--- src/design/kmcd_pkg.sv ---
// Shared constants and controller/datapath interface types for the key matrix
// change detector. No dependencies.
package kmcd_pkg;

    localparam int DEF_MAX_ROWS = 16;
    localparam int DEF_MAX_COLS = 16;

    localparam int CFG_W  = 5;
    localparam int ADDR_W = 4;
    localparam int DATA_W = 32;

    // register index, taken from paddr[3:2]
    localparam logic [1:0] REG_ROW_FIRST = 2'd0;
    localparam logic [1:0] REG_ROW_COUNT = 2'd1;
    localparam logic [1:0] REG_COL_COUNT = 2'd2;

    localparam logic [CFG_W-1:0] ROW_FIRST_RST = 5'd0;
    localparam logic [CFG_W-1:0] ROW_COUNT_RST = 5'd8;
    localparam logic [CFG_W-1:0] COL_COUNT_RST = 5'd8;

    localparam logic REQ_SCAN     = 1'b0;
    localparam logic REQ_SNAPSHOT = 1'b1;

    typedef struct packed {
        logic load;   // take the input beat
        logic emit;   // move the next event into the output register
    } kmcd_cmd_t;

    typedef struct packed {
        logic hit;        // the beat at the input produces events
        logic last;       // the event about to be emitted is the final one
        logic out_ready;  // output register free or draining this cycle
    } kmcd_sts_t;

endpackage

--- src/design/kmcd_ctrl.sv ---
// Controller for the key matrix change detector: sequences accept and event
// emission. Depends on kmcd_pkg.
module kmcd_ctrl (
    input  logic              clk,
    input  logic              rst_n,
    input  logic              in_valid,
    output logic              in_stall,
    input  kmcd_pkg::kmcd_sts_t sts,
    output kmcd_pkg::kmcd_cmd_t cmd
);
    import kmcd_pkg::*;

    localparam logic ST_IDLE = 1'b0;
    localparam logic ST_EMIT = 1'b1;

    logic state_reg;
    logic state_next;

    always_comb
    begin
        state_next = state_reg;
        cmd        = '0;
        in_stall   = 1'b1;
        case (state_reg)
            ST_IDLE:
            begin
                in_stall = 1'b0;
                if (in_valid)
                begin
                    cmd.load = 1'b1;
                    if (sts.hit)
                    begin
                        state_next = ST_EMIT;
                    end
                end
            end
            ST_EMIT:
            begin
                if (sts.out_ready)
                begin
                    cmd.emit = 1'b1;
                    if (sts.last)
                    begin
                        state_next = ST_IDLE;
                    end
                end
            end
            default:
            begin
                state_next = ST_IDLE;
            end
        endcase
    end

    always_ff @(posedge clk or negedge rst_n)
    begin
        if (!rst_n)
        begin
            state_reg <= ST_IDLE;
        end
        else
        begin
            state_reg <= state_next;
        end
    end

endmodule

--- src/design/kmcd_dp.sv ---
// Datapath for the key matrix change detector: configuration registers,
// stored column rows, change mask, event pick and output register.
// Depends on kmcd_pkg.
module kmcd_dp #(
    parameter int MAX_ROWS = kmcd_pkg::DEF_MAX_ROWS,
    parameter int MAX_COLS = kmcd_pkg::DEF_MAX_COLS
) (
    input  logic                        clk,
    input  logic                        rst_n,
    input  logic                        psel,
    input  logic                        penable,
    input  logic                        pwrite,
    input  logic [kmcd_pkg::ADDR_W-1:0] paddr,
    input  logic [kmcd_pkg::DATA_W-1:0] pwdata,
    output logic [kmcd_pkg::DATA_W-1:0] prdata,
    output logic                        pready,
    input  logic                        req_type,
    input  logic [3:0]                  column,
    input  logic [31:0]                 port_value,
    output logic                        out_valid,
    input  logic                        out_stall,
    output logic                        make,
    output logic [11:0]                 scancode,
    output logic                        last,
    input  kmcd_pkg::kmcd_cmd_t         cmd,
    output kmcd_pkg::kmcd_sts_t         sts
);
    import kmcd_pkg::*;

    localparam int CIW = (MAX_COLS > 1) ? $clog2(MAX_COLS) : 1;
    localparam int RIW = (MAX_ROWS > 1) ? $clog2(MAX_ROWS) : 1;

    logic [CFG_W-1:0] row_first_reg;
    logic [CFG_W-1:0] row_count_reg;
    logic [CFG_W-1:0] col_count_reg;

    logic [MAX_ROWS-1:0] prev_rows_reg [MAX_COLS];
    logic [MAX_ROWS-1:0] now_reg;
    logic [MAX_ROWS-1:0] delta_reg;
    logic [MAX_ROWS-1:0] delta_next;
    logic [3:0]          col_reg;

    logic        out_valid_reg;
    logic        make_reg;
    logic [11:0] scancode_reg;
    logic        last_reg;

    logic [CFG_W-1:0]    nrows;
    logic [CFG_W-1:0]    ncols;
    logic [MAX_ROWS-1:0] rmask;
    logic [MAX_ROWS-1:0] now_rows;
    logic [MAX_ROWS-1:0] delta_in;
    logic                col_in_use;
    logic [RIW-1:0]      pick;
    logic                cfg_wr;

    // configuration port
    assign pready = 1'b1;
    assign cfg_wr = psel && penable && pwrite;

    always_comb
    begin
        prdata = '0;
        case (paddr[3:2])
            REG_ROW_FIRST: prdata = {{(DATA_W-CFG_W){1'b0}}, row_first_reg};
            REG_ROW_COUNT: prdata = {{(DATA_W-CFG_W){1'b0}}, row_count_reg};
            REG_COL_COUNT: prdata = {{(DATA_W-CFG_W){1'b0}}, col_count_reg};
            default:       prdata = '0;
        endcase
    end

    always_ff @(posedge clk or negedge rst_n)
    begin
        if (!rst_n)
        begin
            row_first_reg <= ROW_FIRST_RST;
            row_count_reg <= ROW_COUNT_RST;
            col_count_reg <= COL_COUNT_RST;
        end
        else if (cfg_wr)
        begin
            case (paddr[3:2])
                REG_ROW_FIRST: row_first_reg <= pwdata[CFG_W-1:0];
                REG_ROW_COUNT: row_count_reg <= pwdata[CFG_W-1:0];
                REG_COL_COUNT: col_count_reg <= pwdata[CFG_W-1:0];
                default:       ;
            endcase
        end
    end

    // saturate counts to the build limits
    assign nrows = (row_count_reg > CFG_W'(MAX_ROWS)) ? CFG_W'(MAX_ROWS) : row_count_reg;
    assign ncols = (col_count_reg > CFG_W'(MAX_COLS)) ? CFG_W'(MAX_COLS) : col_count_reg;

    always_comb
    begin
        for (int i = 0; i < MAX_ROWS; i++)
        begin
            rmask[i] = (CFG_W'(i) < nrows);
        end
    end

    assign col_in_use = ({1'b0, column} < ncols);
    assign now_rows   = MAX_ROWS'(port_value >> row_first_reg) & rmask;
    // column is below MAX_COLS whenever col_in_use holds
    assign delta_in   = (now_rows ^ prev_rows_reg[column[CIW-1:0]]) & rmask;

    // lowest pending row
    always_comb
    begin
        pick = '0;
        for (int i = MAX_ROWS - 1; i >= 0; i--)
        begin
            if (delta_reg[i])
            begin
                pick = RIW'(i);
            end
        end
    end

    always_comb
    begin
        delta_next       = delta_reg;
        delta_next[pick] = 1'b0;
    end

    assign sts.hit       = col_in_use && (req_type == REQ_SCAN) && (delta_in != '0);
    assign sts.last      = (delta_next == '0);
    assign sts.out_ready = !out_valid_reg || !out_stall;

    always_ff @(posedge clk or negedge rst_n)
    begin
        if (!rst_n)
        begin
            for (int c = 0; c < MAX_COLS; c++)
            begin
                prev_rows_reg[c] <= '0;
            end
        end
        else if (cmd.load && col_in_use)
        begin
            prev_rows_reg[column[CIW-1:0]] <= now_rows;
        end
    end

    always_ff @(posedge clk)
    begin
        if (cmd.load)
        begin
            now_reg   <= now_rows;
            delta_reg <= delta_in;
            col_reg   <= column;
        end
        else if (cmd.emit)
        begin
            delta_reg <= delta_next;
        end
    end

    // output register
    always_ff @(posedge clk or negedge rst_n)
    begin
        if (!rst_n)
        begin
            out_valid_reg <= 1'b0;
        end
        else if (cmd.emit)
        begin
            out_valid_reg <= 1'b1;
        end
        else if (!out_stall)
        begin
            out_valid_reg <= 1'b0;
        end
    end

    always_ff @(posedge clk)
    begin
        if (cmd.emit)
        begin
            make_reg     <= now_reg[pick];
            scancode_reg <= {col_reg, 8'(pick)};
            last_reg     <= sts.last;
        end
    end

    assign out_valid = out_valid_reg;
    assign make      = make_reg;
    assign scancode  = scancode_reg;
    assign last      = last_reg;

endmodule

--- src/design/key_matrix_change_detector.sv ---
// Top level of the key matrix change detector: ties controller and datapath.
// Depends on kmcd_pkg, kmcd_ctrl and kmcd_dp.
//
// Each input beat carries the port word sampled for one matrix column. The
// block takes the beat while idle, stores the new row bits of that column
// at once, and then sends one key event per changed row, lowest row first,
// one event per cycle while the output is not stalled, from its change mask
// through a single output register; the final event of a sample has last
// set. in_stall holds the input, longer under output stalls, until the last
// event has entered the output register; a sample with no event (snapshot,
// no change, or a column at or above col_count) leaves the block idle.
// Configuration registers: row_first at 0x0, row_count at 0x4, col_count at
// 0x8; write them only while the block is idle.
module key_matrix_change_detector #(
    parameter int MAX_ROWS = kmcd_pkg::DEF_MAX_ROWS,
    parameter int MAX_COLS = kmcd_pkg::DEF_MAX_COLS
) (
    input  logic                        clk,
    input  logic                        rst_n,
    input  logic                        psel,
    input  logic                        penable,
    input  logic                        pwrite,
    input  logic [kmcd_pkg::ADDR_W-1:0] paddr,
    input  logic [kmcd_pkg::DATA_W-1:0] pwdata,
    output logic [kmcd_pkg::DATA_W-1:0] prdata,
    output logic                        pready,
    input  logic                        in_valid,
    output logic                        in_stall,
    input  logic                        req_type,
    input  logic [3:0]                  column,
    input  logic [31:0]                 port_value,
    output logic                        out_valid,
    input  logic                        out_stall,
    output logic                        make,
    output logic [11:0]                 scancode,
    output logic                        last
);
    import kmcd_pkg::*;

    kmcd_cmd_t cmd;
    kmcd_sts_t sts;

    kmcd_ctrl u_ctrl (
        .clk      (clk),
        .rst_n    (rst_n),
        .in_valid (in_valid),
        .in_stall (in_stall),
        .sts      (sts),
        .cmd      (cmd)
    );

    kmcd_dp #(
        .MAX_ROWS (MAX_ROWS),
        .MAX_COLS (MAX_COLS)
    ) u_dp (
        .clk        (clk),
        .rst_n      (rst_n),
        .psel       (psel),
        .penable    (penable),
        .pwrite     (pwrite),
        .paddr      (paddr),
        .pwdata     (pwdata),
        .prdata     (prdata),
        .pready     (pready),
        .req_type   (req_type),
        .column     (column),
        .port_value (port_value),
        .out_valid  (out_valid),
        .out_stall  (out_stall),
        .make       (make),
        .scancode   (scancode),
        .last       (last),
        .cmd        (cmd),
        .sts        (sts)
    );

endmodule

--- config.mk ---
export PLATFORM = sky130hd
export DESIGN_NAME = key_matrix_change_detector
export DESIGN_NICKNAME = d
export VERILOG_FILES = /design/src/design/kmcd_pkg.sv /design/src/design/kmcd_ctrl.sv /design/src/design/kmcd_dp.sv /design/src/design/key_matrix_change_detector.sv
export SDC_FILE = /design/constraint.sdc
export NUM_CORES = 1
export LEC_CHECK = 0
export ABC_AREA = 0
export BUFFER_PORTS_ARGS = -buffer_cell sky130_fd_sc_hd__buf_2
export CORE_MARGIN = 8
export CORE_UTILIZATION = 55
export DETAILED_ROUTE_END_ITERATION = 8
export PLACE_DENSITY_LB_ADDON = 0.3
export SLEW_MARGIN = 10
export SYNTH_ARGS = -nofsm -noshare
export SYNTH_HDL_FRONTEND = slang
export SYNTH_SLANG_ARGS = --single-unit
--- constraint.sdc ---
create_clock -name clk -period 3 [get_ports clk]
set_input_delay 0.45 -clock clk [delete_from_list [all_inputs] [get_ports clk]]
set_output_delay 0.45 -clock clk [all_outputs]
set_load 0.03 [all_outputs]
==> summary.txt <==
Drt
  – Met1 WL: 18.8 mm
  – DR WL met3: 2.37 mm
  – First drt pass iteration count: 5
  – Met2 wire len: 21.5 mm
  – Routed wire length per instance: 23.2 um
  – DR vias/cell: 6.21
  – Iter 0 DRT Violations: 1,067
  – Vias after detailed routing: 11,700
  – Top Layer Used: met4
  – Routed Antenna Nets: 0
  – DRC: 0
  – Routed WL: 43.7 mm

Layout
  – Layout Area Growth over Synthesis: 16.7%
  – Max FFs per register: 256
  – NumNets Final: 1,538
  – ANT cells: 0
  – Final Instance Area: 20,400 um2
  – Fillers: 2,339
  – Final std cells w/o fill: 1,883
  – Layout cell share with drive strength beyond 1: 47.9%

Clocking
  – CTS tree: done
  – Later-pin clock latency in the skew report: 0.52 ns
  – Root Buffer: clkbuf_16
  – CTS sink cnt: 319
  – Postcts setup bufs: 0
  – H-Tree Depth: 2
  – CTS Buf Count: 36
  – Clk buf depth: 3
  – Worst-path clk slew: 0.06 ns

Synth
  – Synth top area share: 38.8%
  – EDFF count, synth: 46
  – Yosys Warn Count: 0
  – Dominant synthesized flop cell: dfrtp_1
  – Register area share after synthesis: 47.1%
  – Largest cells by area after synthesis: dfrtp_1, mux2_2, mux4_2
  – Top-count cell post-synth: dfrtp_1
  – Largest area contributor in the netlist: dfrtp_1
  – Syn avg cell area: 13.6 um2
  – Yosys reg bits: 319
  – Commonest cells post-synth: dfrtp_1, mux2_2, mux4_2, nand2_1, nor2_1
  – Synth Instances: 1,287
  – Netlist area before placement: 17,500 um2
  – Asr flop ratio synth: 85.6%
  – Cell variety after synth: 87

GRT
  – Number of global-route vias before repair: 12,200
  – First-pass GRT wire length: 70.0 mm
  – Largest net degree at the start of global routing: 67
  – Total grt overflow: 0
  – Initial antenna violation count: 0
  – Tot GR Track Use: 23.1%

Critical path
  – Startpoint types: flop
  – Critical path class: flop to flop
  – Crit path DAT: 3.40 ns
  – Element type at the critical path end: flop
  – Crit path required time: 3.36 ns
  – Crit Path Max Fanout: 18

Power
  – Pwr Density: 746 nW/um2
  – VDD IR max: 0.000498 V
  – P_leak: 0.00919 uW

Worst hold path
  – Worst Hold Class: input port to flop

Timing
  – RSZ-0062 raised after global routing: true
  – Layout Skew: 0.0198 ns
  – Setup TNS: -0.0357 ns
  – Slew HR: 31.5%
  – Fmax: 329 MHz
  – Worst-Margin Slew: 1.02 ns
  – Final Slew Violations: 0
  – Final Hold Fails: 0
  – Final period util: 101%
  – Post-route minimum period: 3.04 ns
  – Setup Viol. Count Final: 1
  – Post-route setup slack: -0.0357 ns

Floorplan
  – Core area: 31,400 um2
  – Row count: 65
  – IO Pins: 129
  – Die W: 194 um
  – Die area: 37,700 um2
  – Overall die height: 194 um
  – Initial Utilization: 55.6%

Placement
  – Input/output buffers: 67
  – Area post-placement: 19,100 um2
  – Cells after DPL: 1,818
  – GP Congestion: 0.926
  – Half-perimeter wire length after placement: 31.2 mm

Outcome
  – Violated checks: setup timing
  – Outcome: finished, violations left

Run
  – Max Cap Viol: 0
[layout make-up]
| class | instances | area (um2) | area share, % |
|---|---|---|---|
| Clock buffer | 57 | 1110 | 5.46 |
| Clock inverter | 7 | 72.6 | 0.356 |
| Inverter | 11 | 41.3 | 0.203 |
| Multi-Input combinational cell | 861 | 8560 | 42.0 |
| Sequential cell | 319 | 8220 | 40.4 |
| Tap cell | 402 | 503 | 2.47 |
| Timing Repair Buffer | 226 | 1860 | 9.12 |
[cell usage in the layout (no fill, tap or decap), types with 17 or more instances in the layout]
cell type,instances
buf_2,65
dfrtp_1,268
mux2i_1,43
o21ai_0,25
a21oi_1,30
a22oi_1,17
mux4_2,98
nor2_1,41
edfxtp_1,46
conb_1,32
nand2b_1,17
clkbuf_16,38
nand2_1,66
buf_4,134
nand3_1,18
buf_12,25
mux2_2,265
[through the flow]
| stage | util (%) | power [uW] | setup slack [ns] | hold slack (ns) |
|---|---|---|---|---|
| floorplan | - | 8930 | 0.207 | 0.154 |
| global placement | 60.9 | 10700 | -0.0438 | 0.404 |
| detailed placement | 60.9 | 10800 | -0.0463 | 0.407 |
| CTS | 64.8 | 15200 | 0.0265 | 0.186 |
| global route | 64.9 | 15900 | -0.168 | 0.195 |
| finish | 64.9 | 15200 | -0.0357 | 0.192 |
[routing by layer]
layer | global-route usage, % | vias up
met3 | 3.75 | 80
met2 | 39.1 | 377
li1 | - | 5171
met4 | 5.46 | 0
met5 | 0 | -
met1 | 30.9 | 6071
[timing repair]
item                                    4_1_cts  5_1_grt
hold endpoints to repair                     62        0
gates resized for setup                       5        9
hold buffers                                  1        0
endpoints found under the setup margin       25       99
[where the power goes]
| part | switching [uW] | internal [uW] |
|---|---|---|
| sequential | 487 | 5230 |
| combinational | 2880 | 2270 |
| clock | 1760 | 2570 |
[path summary, 6_finish.rpt]
check | end | cells after the start | from | slack (ns)
max | u_ctrl.state_reg | 12 | u_dp.row_first_reg[0] | -0.04
min | u_dp.row_first_reg[0] | 3 | pwdata[0] | 0.19
max reg2reg | u_ctrl.state_reg | 12 | u_dp.row_first_reg[0] | -0.04
min reg2reg | u_dp.scancode[10] | 0 | u_dp.col_reg[2] | 0.42
max in group asynchronous | u_dp.prev_rows_reg[128] | 3 | rst_n | 1.76
min in group asynchronous | u_dp.prev_rows_reg[57] | 2 | rst_n | 0.49
[cells by family after synthesis]
kind of cell	share of synthesized area, %
mux	33.6
flops	47.1
simple gates	6.77
compound gates	6.92
buf+inv	4.81
xor+xnor	0.602
fa+ha+maj	0.215
other cells	0.0430
[critical path: stages, from the launching register on]
cell,delay [ns]
dfrtp_1,0.40
buf_12,0.17
buf_4,0.16
inv_2,0.24
buf_4,0.20
buf_4,0.13
mux2i_2,0.34
a21oi_1,0.12
a32oi_1,0.27
mux2i_1,0.22
a2111oi_2,0.32
a41o_1,0.23
nand3_1,0.11
Note: power is estimated with default switching activity, not from simulation.
